$ cat config.mk
export PLATFORM = sky130hd
export DESIGN_NAME = infix_to_postfix_converter_flat
export DESIGN_NICKNAME = d
export VERILOG_FILES = /design/src/rtl/itp_pkg.sv /design/src/rtl/itp_channels.sv /design/src/rtl/itp_front.sv /design/src/rtl/itp_queue.sv /design/src/rtl/itp_back.sv /design/src/rtl/infix_to_postfix_converter.sv /design/src/flat_wrapper.sv
export SDC_FILE = /design/constraint.sdc
export NUM_CORES = 1
export LEC_CHECK = 0
export BUFFER_PORTS_ARGS = -buffer_cell sky130_fd_sc_hd__buf_4
export CORE_MARGIN = 2
export CORE_UTILIZATION = 40
export CTS_BUF_LIST = sky130_fd_sc_hd__clkbuf_16
export DETAILED_ROUTE_END_ITERATION = 12
export GPL_TIMING_DRIVEN = 0
export PLACE_DENSITY_LB_ADDON = 0.1
export SETUP_SLACK_MARGIN = 0.4
export SYNTH_ARGS = -nofsm -noshare
export SYNTH_HDL_FRONTEND = slang
export SYNTH_SLANG_ARGS = --single-unit
$ cat constraint.sdc
create_clock -name clock -period 8.8 [get_ports clock]
set_input_delay 0.88 -clock clock [delete_from_list [all_inputs] [get_ports clock]]
set_output_delay 0.88 -clock clock [all_outputs]
set_load 0.1 [all_outputs]
$ cat src/rtl/itp_pkg.sv
// shared types, codes and lookup functions of the infix to postfix converter
package itp_pkg;

   localparam logic [7:0] CH_OPEN  = 8'h28;
   localparam logic [7:0] CH_CLOSE = 8'h29;
   localparam logic [7:0] CH_PLUS  = 8'h2B;
   localparam logic [7:0] CH_MINUS = 8'h2D;
   localparam logic [7:0] CH_MUL   = 8'h2A;
   localparam logic [7:0] CH_DIV   = 8'h2F;

   localparam logic [2:0] CODE_OPEN  = 3'd0;
   localparam logic [2:0] CODE_PLUS  = 3'd1;
   localparam logic [2:0] CODE_MINUS = 3'd2;
   localparam logic [2:0] CODE_MUL   = 3'd3;
   localparam logic [2:0] CODE_DIV   = 3'd4;

   localparam logic [2:0] CLS_ALNUM = 3'd0;
   localparam logic [2:0] CLS_OPEN  = 3'd1;
   localparam logic [2:0] CLS_CLOSE = 3'd2;
   localparam logic [2:0] CLS_OP    = 3'd3;
   localparam logic [2:0] CLS_BAD   = 3'd4;

   localparam logic [2:0] ERR_NONE     = 3'd0;
   localparam logic [2:0] ERR_OVERFLOW = 3'd1;
   localparam logic [2:0] ERR_CLOSE    = 3'd2;
   localparam logic [2:0] ERR_OPEN     = 3'd3;
   localparam logic [2:0] ERR_INVALID  = 3'd4;

   localparam int QUEUE_DEPTH = 2;

   typedef struct packed {
      logic [2:0] cls;
      logic [2:0] op;
      logic [7:0] chr;
      logic       eoe;
   } item_type;

   function automatic logic [7:0] code_char(input logic [2:0] code);
      logic [7:0] c;
      c = 8'h00;
      case (code)
         CODE_OPEN:  c = CH_OPEN;
         CODE_PLUS:  c = CH_PLUS;
         CODE_MINUS: c = CH_MINUS;
         CODE_MUL:   c = CH_MUL;
         CODE_DIV:   c = CH_DIV;
         default:    c = 8'h00;
      endcase
      return c;
   endfunction

   function automatic logic [1:0] code_prec(input logic [2:0] code);
      logic [1:0] p;
      p = 2'd0;
      case (code) inside
         CODE_PLUS, CODE_MINUS: p = 2'd1;
         CODE_MUL, CODE_DIV:    p = 2'd2;
         default:               p = 2'd0;
      endcase
      return p;
   endfunction

endpackage

$ cat src/rtl/itp_channels.sv
// valid/ready channel interfaces for characters in and postfix results out
interface itp_req_if;
   logic       valid;
   logic       ready;
   logic [7:0] in_char;
   logic       end_of_expr;
   modport source (output valid, output in_char, output end_of_expr, input ready);
   modport sink   (input valid, input in_char, input end_of_expr, output ready);
endinterface

interface itp_rsp_if;
   logic       valid;
   logic       ready;
   logic [7:0] out_char;
   logic       has_char;
   logic       last;
   logic [2:0] error_code;
   modport source (output valid, output out_char, output has_char, output last,
                   output error_code, input ready);
   modport sink   (input valid, input out_char, input has_char, input last,
                   input error_code, output ready);
endinterface

$ cat src/rtl/itp_front.sv
// front end: accepts character beats and classifies them for the queue
module itp_front (
   itp_req_if.sink          req,
   input  logic             wr_ready,
   output logic             wr_valid,
   output itp_pkg::item_type wr_item
);
   import itp_pkg::*;

   logic [7:0] c;

   assign c        = req.in_char;
   assign req.ready = wr_ready;
   assign wr_valid = req.valid;

   always_comb begin
      wr_item.chr = c;
      wr_item.eoe = req.end_of_expr;
      wr_item.op  = CODE_OPEN;
      if ((c >= 8'h30 && c <= 8'h39) || (c >= 8'h41 && c <= 8'h5A) ||
          (c >= 8'h61 && c <= 8'h7A)) begin
         wr_item.cls = CLS_ALNUM;
      end else begin
         unique case (c) inside
            CH_OPEN:  wr_item.cls = CLS_OPEN;
            CH_CLOSE: wr_item.cls = CLS_CLOSE;
            CH_PLUS: begin
               wr_item.cls = CLS_OP;
               wr_item.op  = CODE_PLUS;
            end
            CH_MINUS: begin
               wr_item.cls = CLS_OP;
               wr_item.op  = CODE_MINUS;
            end
            CH_MUL: begin
               wr_item.cls = CLS_OP;
               wr_item.op  = CODE_MUL;
            end
            CH_DIV: begin
               wr_item.cls = CLS_OP;
               wr_item.op  = CODE_DIV;
            end
            default: wr_item.cls = CLS_BAD;
         endcase
      end
   end

endmodule

$ cat src/rtl/itp_queue.sv
// short queue of classified items between front and back
module itp_queue (
   input  logic              clock,
   input  logic              reset,
   input  logic              wr_valid,
   output logic              wr_ready,
   input  itp_pkg::item_type wr_item,
   output logic              rd_valid,
   input  logic              rd_pop,
   output itp_pkg::item_type rd_item
);
   import itp_pkg::*;

   localparam int PTR_W = $clog2(QUEUE_DEPTH);
   localparam int CNT_W = $clog2(QUEUE_DEPTH + 1);

   item_type          entry_ff [QUEUE_DEPTH];
   logic [PTR_W-1:0]  wr_ptr_ff, wr_ptr_in;
   logic [PTR_W-1:0]  rd_ptr_ff, rd_ptr_in;
   logic [CNT_W-1:0]  count_ff, count_in;
   logic              do_wr, do_rd;

   assign wr_ready = (count_ff != CNT_W'(QUEUE_DEPTH));
   assign rd_valid = (count_ff != '0);
   assign rd_item  = entry_ff[rd_ptr_ff];
   assign do_wr    = wr_valid && wr_ready;
   assign do_rd    = rd_pop && rd_valid;

   always_comb begin
      wr_ptr_in = wr_ptr_ff;
      rd_ptr_in = rd_ptr_ff;
      count_in  = count_ff;
      if (do_wr) begin
         wr_ptr_in = (wr_ptr_ff == PTR_W'(QUEUE_DEPTH - 1)) ? '0 : wr_ptr_ff + PTR_W'(1);
      end
      if (do_rd) begin
         rd_ptr_in = (rd_ptr_ff == PTR_W'(QUEUE_DEPTH - 1)) ? '0 : rd_ptr_ff + PTR_W'(1);
      end
      if (do_wr && !do_rd) begin
         count_in = count_ff + CNT_W'(1);
      end else if (do_rd && !do_wr) begin
         count_in = count_ff - CNT_W'(1);
      end
   end

   always_ff @(posedge clock) begin
      if (reset) begin
         wr_ptr_ff <= '0;
         rd_ptr_ff <= '0;
         count_ff  <= '0;
      end else begin
         wr_ptr_ff <= wr_ptr_in;
         rd_ptr_ff <= rd_ptr_in;
         count_ff  <= count_in;
      end
   end

   always_ff @(posedge clock) begin
      if (do_wr) begin
         entry_ff[wr_ptr_ff] <= wr_item;
      end
   end

endmodule

$ cat src/rtl/itp_back.sv
// back end: operator stack sequencer and registered result beat
module itp_back #(
   parameter int STACK_DEPTH = 32
) (
   input  logic              clock,
   input  logic              reset,
   input  logic              head_valid,
   input  itp_pkg::item_type head,
   output logic              head_pop,
   itp_rsp_if.source         rsp
);
   import itp_pkg::*;

   localparam int ADDR_W = (STACK_DEPTH > 1) ? $clog2(STACK_DEPTH) : 1;
   localparam int CNT_W  = $clog2(STACK_DEPTH + 1);

   localparam logic S_CHAR  = 1'b0;
   localparam logic S_FLUSH = 1'b1;

   logic [2:0]        stack_mem [STACK_DEPTH];
   logic              state_ff, state_in;
   logic [CNT_W-1:0]  count_ff, count_in;
   logic [CNT_W-1:0]  rd_cnt;
   logic [2:0]        top_ff, top_in;
   logic [2:0]        second_ff;
   logic              open_left_ff, open_left_in;
   logic              rsp_valid_ff;
   logic [7:0]        out_char_ff;
   logic              has_char_ff, last_ff;
   logic [2:0]        error_code_ff;

   logic              out_free, go;
   logic              want_emit, want_push, want_pop, want_done;
   logic              pop_last;
   logic [7:0]        e_char;
   logic              e_has, e_last;
   logic [2:0]        e_err;
   logic              empty, full;

   assign empty    = (count_ff == '0);
   assign full     = (count_ff == CNT_W'(STACK_DEPTH));
   assign out_free = !rsp_valid_ff || rsp.ready;

   // work out the head item's step; take it, if it emits, only when the output can hold it
   always_comb begin
      want_emit    = 1'b0;
      want_push    = 1'b0;
      want_pop     = 1'b0;
      want_done    = 1'b0;
      pop_last     = 1'b0;
      e_char       = 8'h00;
      e_has        = 1'b0;
      e_last       = 1'b0;
      e_err        = ERR_NONE;
      open_left_in = open_left_ff;
      state_in     = state_ff;
      unique case (state_ff)
         S_CHAR: begin
            unique case (head.cls)
               CLS_ALNUM: begin
                  want_emit = 1'b1;
                  e_char    = head.chr;
                  e_has     = 1'b1;
                  want_done = 1'b1;
               end
               CLS_OPEN: begin
                  want_done = 1'b1;
                  if (full) begin
                     want_emit = 1'b1;
                     e_err     = ERR_OVERFLOW;
                  end else begin
                     want_push = 1'b1;
                  end
               end
               CLS_CLOSE: begin
                  if (empty) begin
                     want_emit = 1'b1;
                     e_err     = ERR_CLOSE;
                     want_done = 1'b1;
                  end else begin
                     want_pop = 1'b1;
                     if (top_ff == CODE_OPEN) begin
                        want_done = 1'b1;
                     end else begin
                        want_emit = 1'b1;
                        e_char    = code_char(top_ff);
                        e_has     = 1'b1;
                        pop_last  = (count_ff != CNT_W'(1)) && (second_ff == CODE_OPEN);
                     end
                  end
               end
               CLS_OP: begin
                  if (!empty && top_ff != CODE_OPEN &&
                      code_prec(top_ff) >= code_prec(head.op)) begin
                     want_pop  = 1'b1;
                     want_emit = 1'b1;
                     e_char    = code_char(top_ff);
                     e_has     = 1'b1;
                     pop_last  = (count_ff == CNT_W'(1)) || (second_ff == CODE_OPEN) ||
                                 (code_prec(second_ff) < code_prec(head.op));
                  end else begin
                     want_done = 1'b1;
                     if (full) begin
                        want_emit = 1'b1;
                        e_err     = ERR_OVERFLOW;
                     end else begin
                        want_push = 1'b1;
                     end
                  end
               end
               default: begin
                  want_emit = 1'b1;
                  e_err     = ERR_INVALID;
                  want_done = 1'b1;
               end
            endcase
            e_last = (want_done || pop_last) && !head.eoe;
            if (want_done && head.eoe) begin
               state_in     = S_FLUSH;
               open_left_in = 1'b0;
            end
         end
         S_FLUSH: begin
            if (empty) begin
               want_emit = 1'b1;
               e_last    = 1'b1;
               e_err     = open_left_ff ? ERR_OPEN : ERR_NONE;
               state_in  = S_CHAR;
            end else begin
               want_pop = 1'b1;
               if (top_ff == CODE_OPEN) begin
                  open_left_in = 1'b1;
               end else begin
                  want_emit = 1'b1;
                  e_char    = code_char(top_ff);
                  e_has     = 1'b1;
               end
            end
         end
         default: state_in = S_CHAR;
      endcase
   end

   assign go       = head_valid && (!want_emit || out_free);
   assign head_pop = go && ((state_ff == S_CHAR && want_done && !head.eoe) ||
                            (state_ff == S_FLUSH && empty));

   always_comb begin
      count_in = count_ff;
      top_in   = top_ff;
      if (go && want_pop) begin
         count_in = count_ff - CNT_W'(1);
         top_in   = second_ff;
      end else if (go && want_push) begin
         count_in = count_ff + CNT_W'(1);
         top_in   = head.op;
      end
   end

   assign rd_cnt = count_in - CNT_W'(2);

   always_ff @(posedge clock) begin
      if (reset) begin
         state_ff     <= S_CHAR;
         count_ff     <= '0;
         rsp_valid_ff <= 1'b0;
      end else begin
         if (go) begin
            state_ff <= state_in;
         end
         count_ff <= count_in;
         if (go && want_emit) begin
            rsp_valid_ff <= 1'b1;
         end else if (rsp.ready) begin
            rsp_valid_ff <= 1'b0;
         end
      end
   end

   always_ff @(posedge clock) begin
      top_ff <= top_in;
      if (go) begin
         open_left_ff <= open_left_in;
      end
      if (go && want_emit) begin
         out_char_ff   <= e_char;
         has_char_ff   <= e_has;
         last_ff       <= e_last;
         error_code_ff <= e_err;
      end
   end

   // stack store: second_ff follows the entry just below the top
   always_ff @(posedge clock) begin
      if (go && want_push) begin
         stack_mem[count_ff[ADDR_W-1:0]] <= head.op;
      end
      second_ff <= stack_mem[rd_cnt[ADDR_W-1:0]];
   end

   assign rsp.valid      = rsp_valid_ff;
   assign rsp.out_char   = out_char_ff;
   assign rsp.has_char   = has_char_ff;
   assign rsp.last       = last_ff;
   assign rsp.error_code = error_code_ff;

endmodule

$ cat src/rtl/infix_to_postfix_converter.sv
// infix to postfix converter top level: front end, item queue and stack back end
// an accepted character beat is written into the item queue, and its result beat is registered in the back end
// pace: the stack sequencer takes a step for each character, each operator popped, each '('
// discarded at the end and the end marker; a step that emits waits for a free output slot
// reset: synchronous, clears the queue, the stack count and the output beat
// the stack store holds no reset value and needs no clearing pass
module infix_to_postfix_converter #(
   parameter int STACK_DEPTH = 32
) (
   input  logic      clock,
   input  logic      reset,
   itp_req_if.sink   req,
   itp_rsp_if.source rsp
);
   import itp_pkg::*;

   logic     wr_valid, wr_ready;
   item_type wr_item;
   logic     head_valid, head_pop;
   item_type head;

   itp_front u_front (
      .req      (req),
      .wr_ready (wr_ready),
      .wr_valid (wr_valid),
      .wr_item  (wr_item)
   );

   itp_queue u_queue (
      .clock    (clock),
      .reset    (reset),
      .wr_valid (wr_valid),
      .wr_ready (wr_ready),
      .wr_item  (wr_item),
      .rd_valid (head_valid),
      .rd_pop   (head_pop),
      .rd_item  (head)
   );

   itp_back #(
      .STACK_DEPTH (STACK_DEPTH)
   ) u_back (
      .clock      (clock),
      .reset      (reset),
      .head_valid (head_valid),
      .head       (head),
      .head_pop   (head_pop),
      .rsp        (rsp)
   );

endmodule
$ cat src/flat_wrapper.sv
// flat-port wrapper written by rule: the top's interface ports become plain ports
module infix_to_postfix_converter_flat import itp_pkg::*;
#(
   parameter int STACK_DEPTH = 32
)
  (clock, reset, req_valid, req_in_char, req_end_of_expr, req_ready, rsp_valid, rsp_out_char, rsp_has_char, rsp_last, rsp_error_code, rsp_ready);
  itp_req_if req_i ();
  itp_rsp_if rsp_i ();
  input  logic clock;
  input  logic reset;
  input wire logic [$bits(req_i.valid)-1:0] req_valid;
  input wire logic [$bits(req_i.in_char)-1:0] req_in_char;
  input wire logic [$bits(req_i.end_of_expr)-1:0] req_end_of_expr;
  output wire logic [$bits(req_i.ready)-1:0] req_ready;
  output wire logic [$bits(rsp_i.valid)-1:0] rsp_valid;
  output wire logic [$bits(rsp_i.out_char)-1:0] rsp_out_char;
  output wire logic [$bits(rsp_i.has_char)-1:0] rsp_has_char;
  output wire logic [$bits(rsp_i.last)-1:0] rsp_last;
  output wire logic [$bits(rsp_i.error_code)-1:0] rsp_error_code;
  input wire logic [$bits(rsp_i.ready)-1:0] rsp_ready;
  assign req_i.valid = req_valid;
  assign req_i.in_char = req_in_char;
  assign req_i.end_of_expr = req_end_of_expr;
  assign req_ready = req_i.ready;
  assign rsp_valid = rsp_i.valid;
  assign rsp_out_char = rsp_i.out_char;
  assign rsp_has_char = rsp_i.has_char;
  assign rsp_last = rsp_i.last;
  assign rsp_error_code = rsp_i.error_code;
  assign rsp_i.ready = rsp_ready;
  infix_to_postfix_converter #(.STACK_DEPTH(STACK_DEPTH)) u_core (.clock(clock), .reset(reset), .req(req_i), .rsp(rsp_i));
endmodule
======== Word level (Yosys, flattened, before mapping) ========
Memory sizes are Yosys's and may differ from the RTL's. A register that Yosys moved wholly into a read port is not among the register bits.
Cells that the tools add are included.
Widths: inputs -> output; s select.
storage, ports and cells
  register bits after elaboration ......... 29
  RAM bits ................................ 126
  input bits .............................. 13
  memories kept ........................... 2
cells by class
  add/subtract/negate cells ............... 7
  $lt $le $gt $ge ......................... 8
  equal/unequal tests ..................... 28
  muxes and demuxes ....................... 86
  bitwise operators ....................... 1
  reduce and logical (&&, ||, !) cells .... 51
memories
  name                     words  width  rd ports  clocked after Yosys merged registers in  write ports  RTL line         text
  u_core.u_back.stack_mem  32     3      1         1                                        1            itp_back.sv:20   logic [2:0] stack_mem [STACK_DEPTH];
  u_core.u_queue.entry_ff  2      15     1         1                                        1            itp_queue.sv:17  item_type entry_ff [QUEUE_DEPTH];
operator list
  operator            count
  $eq 8x6->1 const B  6
  $mux 2              21
  $mux 1              36
  $pmux 6 s5          1
  $eq 3x2->1 const B  8
  $mux 6              4
  $pmux 3 s4          2
  $pmux 6 s4          1
  $pmux 8 s3          1
  $logic_and 1x1->1   20
  $pmux 1 s2          10
  $ge 8x7->1 const B  2
  $le 8x7->1 const B  2
  $pmux 8 s2          1
  $eq 3x1->1 const B  4
  $mux 3              4
  $reduce_or 2->1     6
  $eq 3x3->1 const B  3
  $logic_not 3->1     3
  $pmux 3 s3          1
  $ge 8x6->1 const B  1
  $le 8x6->1 const B  1
  $logic_or 1x1->1    8
  $mux 8              1
  22 further kinds    34

======== Logic depth before layout (Yosys ltp) ========
  depth after elaboration ................. 20
  mapped depth ............................ 18
  depth with buffers taken out ............ 15

======== Modules after synthesis ========
From an unflattened synthesis, not the netlist that was laid out.
second synthesis, totals
  cell total of the unflattened synthesis .. 640
  area, all modules ....................... 7593.5 um2
modules (own cells, without submodules)
  module     instances  cells each  area an instance (um2)
  itp_back   1          535         6083.3
  itp_queue  1          71          1305.0
  itp_front  1          34          205.2

======== Least setup slack after synthesis ========
No wires, ideal clock.
  path type ............................... register to register
  start ................................... register with a tool-made name
  end ..................................... register u_core.u_back.second_ff[0], read port of u_core.u_back.stack_mem
  library setup time ...................... 0.121 ns
  arrival ................................. 4.251 ns
  data required time ...................... 8.679 ns
  setup slack ............................. 4.429 ns
  cell stages (with the launch flop) ...... 17
  buffers on the path ..................... 2
  path through ............................ dfxtp_1 -> buf_6 -> mux2i_1 -> inv_1 -> nor3_1 -> nor2_1 -> ha_1 -> a21oi_1 -> o41ai_1 -> a32oi_1 -> or3_4 -> nand2_2 -> buf_6 -> mux4_2 -> mux2i_1 -> mux2i_1 -> mux2_2
RTL lines
  item       RTL line        text
  to (decl)  itp_back.sv:25  logic [2:0] second_ff;

==> results list <==
- The worst setup path is captured at a register.
- Of all flip-flops after synthesis, the portion carrying an async set or reset was 0%.
* Max IR drop VDD: ~170 uV
* Result of the run: completed
* Row count: 48
* Power per standard cell area: around 310 mW/mm^2
* Area of combinational cells with multiple inputs: 0.00240 mm^2
- Largest net degree at the start of global routing: 35
- EDFF count, synth: 143
* Mean area per synthesized cell: between 10 and 15 um^2
- For this configuration, the core starts out at a cell density of 41.1%.
- Number of ports placed on the die boundary: 28
- Relative slew slack: ~14%
- At the worst endpoint, the required time is approximately 9.2 ns.
* Horizontal extent of the die: 138 um
- Setup Fix Bufs, Post-CTS: 0
* Sequential-to-total area share from yosys stat: 64.4%
- Post-route core utilization: 47.3%
* Number of nets with antenna violations after routing: 0
- After global routing the overflow that remains totals 0.
- Flip-flop cell with the highest count after synthesis: edfxtp_1
- Global-route wire length before repair: about 25000 um
* Standby leakage power: 2.75 nW
* Cells after synthesis: between 500 and 600
- Crit path max fanout: 33
* Final HPWL DP: roughly 11000 um
- Synthesis inferred approximately 160 register bits.
- TritonCTS Buffers: 17
- After synthesis the cells add up to ~0.007 mm^2.
- By instance count, the leading cell after synthesis is edfxtp_1.
- On the final layout, the worst clock skew is about 0.0094 ns.
- The worst path needs about 6 ns of the cycle, external delays included.
* Count of unique library cells instantiated by Yosys: 67
* Worst-Skew Late Latency: 0.43 ns
- The repair_antennas step left the layout with diodes totalling 0.
- Hold/Removal Path Class: reg -> reg
- Endpoints failing hold: 0
- At the pin with the least slew margin, the transition time is around 1.3 ns.
- Yosys top cell area share: between 50% and 60%
- Final count of pins violating max slew: 0
- In the global route stage, overall resource usage came out at around 18%.
- Total number of H-tree levels: 4
- The die is 138 um tall.
- The number of placed instances, taps included, is 768.
- Prior to clock tree synthesis, the placed netlist has a worst setup slack of just under 3 ns.
* CP startpoint kind: register
* Post-detailed-routing wire length: between 15000 and 20000 um
- # fillers: roughly 1600
- The largest total area in the synthesized netlist belongs to edfxtp_1.
- The first detailed-routing pass ran for 5 iterations.
- Number of nets in the synthesized netlist: 537
- Max Freq: 0.166 GHz
* Routability Congestion: roughly 0.85
- Number of synthesis warnings: 0
* Number of setup violations in the final report: 0
* Data arrival time of the worst path: 6.38 ns
- Summing all flip-flop and latch instances after layout gives ~0.0046 mm^2.
- Post-route clock period utilization: ~70%
* Wire length per cell after detailed routing: 20.1 um
* Vias: roughly 4400
- Detailed Route Iter0 Violations: between 200 and 300
- The commonest cells after synthesis are 143 x edfxtp_1, 66 x nor2_1, 47 x mux2i_1.
* Layout overhead on the synthesized area: 15.1%
* Post-cts hold buffer count: 0
- Unrepaired setup endpoints after global routing: false
* Floorplan Core Area: about 0.017 mm^2
- Sink Count: around 160
- The initial antenna violation count was 0.
- The floorplan step defined a die boundary enclosing roughly 0.019 mm^2.
- Clock-pin slew was measured on the worst setup and hold paths at 0.06 ns.
* Fraction of layout instances using a drive strength above 1: roughly 16%
- Startpoint-to-endpoint class of the critical path: reg -> reg
- Adding up every negative setup slack in the final design gives 0 ns.
- Vias in the first global route: 4305
- TritonCTS built the clock tree.
- Count of buffers from port buffering: 27
- DRC violation count after routing: 0
- After the last flow step, the layout net total stands at 583.
- Root cell of the clock tree: clkbuf_16
- By area the synthesized netlist is led by edfxtp_1 60%, mux2i_1 6.6%, dfxtp_1 4.5%, mux4_2 4.4%, nor2_1 3.5%.
- Drt via density: about 5.5
* Final non-filler cell total: 800
- Worst Setup Slack, final: between 2 and 3 ns
- Post_cts resized: 0
* Largest buffer count on any clock path: 2
* Max-cap violation count: 0
-- routing by layer --
layer	share of wire, %	vias to the layer above	global-route usage [%]
met5	0	-	0
met4	1.1	0	5.50
met3	4.9	15	4.12
met2	46	110	26.3
met1	48	2233	26.5
li1	-	2072	-
-- worst paths after layout --
check	start	end	slack, ns	cells past startpoint
max	register	u_core.u_back.second_ff[2]	2.78	17
min	u_core.u_back.state_ff	u_core.u_back.open_left_ff	0.44	0
max reg2reg	register	u_core.u_back.second_ff[2]	2.78	17
min reg2reg	u_core.u_back.state_ff	u_core.u_back.open_left_ff	0.44	0
-- stage by stage --
step	total power, mW	cell area (um^2)	hold slack, ns
floorplan	1.61	7170	0.406
CTS	2.57	8250	0.439
global route	2.66	8250	0.445
finish	2.56	8250	0.439
global placement	1.82	7650	0.411
detailed placement	1.83	7650	0.425
-- critical path, cell delays in order, from the launching register on --
cell and delay (ns):
dfxtp_1 0.32, buf_6 0.15, mux2i_1 0.61, inv_1 0.69, nor3_1 0.34, nor2_1 0.11
ha_1 0.29, a21oi_1 0.12, o41ai_1 0.99, nand3_1 0.19, buf_2 0.25, a211oi_1 0.26
buf_4 0.30, buf_2 0.39, mux4_2 0.29, mux2i_1 0.08, a221oi_1 0.38, o21a_1 0.19
-- power by group --
| part | switching, mW | leakage, nW | internal, mW |
|---|---|---|---|
| clock | 0.301 | 0.293 | 0.446 |
| combinational | 0.583 | 1.01 | 0.234 |
| sequential | 0.0352 | 1.44 | 0.958 |
-- cell usage in the layout, fill, tap and decap left out, types with 9 or more instances in the layout --
cell type | netlist | final
edfxtp_1 | 143 | 143
inv_1 | 9 | 11
nand2_1 | 23 | 23
o21ai_0 | 12 | 12
buf_4 | 2 | 29
nor2_1 | 66 | 66
mux4_2 | 14 | 14
nor3_1 | 9 | 9
a21oi_1 | 24 | 24
clkbuf_16 | 0 | 17
dfxtp_1 | 16 | 16
clkbuf_1 | 13 | 13
mux2i_1 | 47 | 47
-- sequential cells by signal, indices dropped and copies added, names as in the netlist, 2 cells and up, named ones only --
| name | cells |
|---|---|
| u_core.u_back.second_ff | 3 |
| u_core.u_back.count_ff | 6 |
| u_core.u_queue.count_ff | 2 |
| u_core.u_back.top_ff | 3 |
| u_core.u_back.rsp.error_code | 3 |
| u_core.u_back.stack_mem | 96 |
| u_core.u_back.rsp.out_char | 8 |
| u_core.u_queue.entry_ff | 30 |
-- cell type report --
type,count,share of cell area [%]
tap,225,3.41
clock buffer,17,5.16
inverter,9,0.410
buffer,22,1.41
timing repair buffer,27,2.46
sequential,159,56.0
multi-input combinational,326,29.1
clock inverter,15,2.08
-- cell families (layout without fill, tap and decap cells) --
kind of cell               count (synthesis)  after routing  synth area share, %
adders and majority gates                  8              8                 1.40
AOI/OAI and AO/OA                         77             77                 7.28
buffers and inverters                     31             90                 2.10
and+or+nand+nor                          162            162                 11.5
xor gates and xnor gates                  16             16                 2.06
muxes                                     63             63                 11.3
DFF                                      159            159                 64.4
Power figures use the tool's default switching activity.
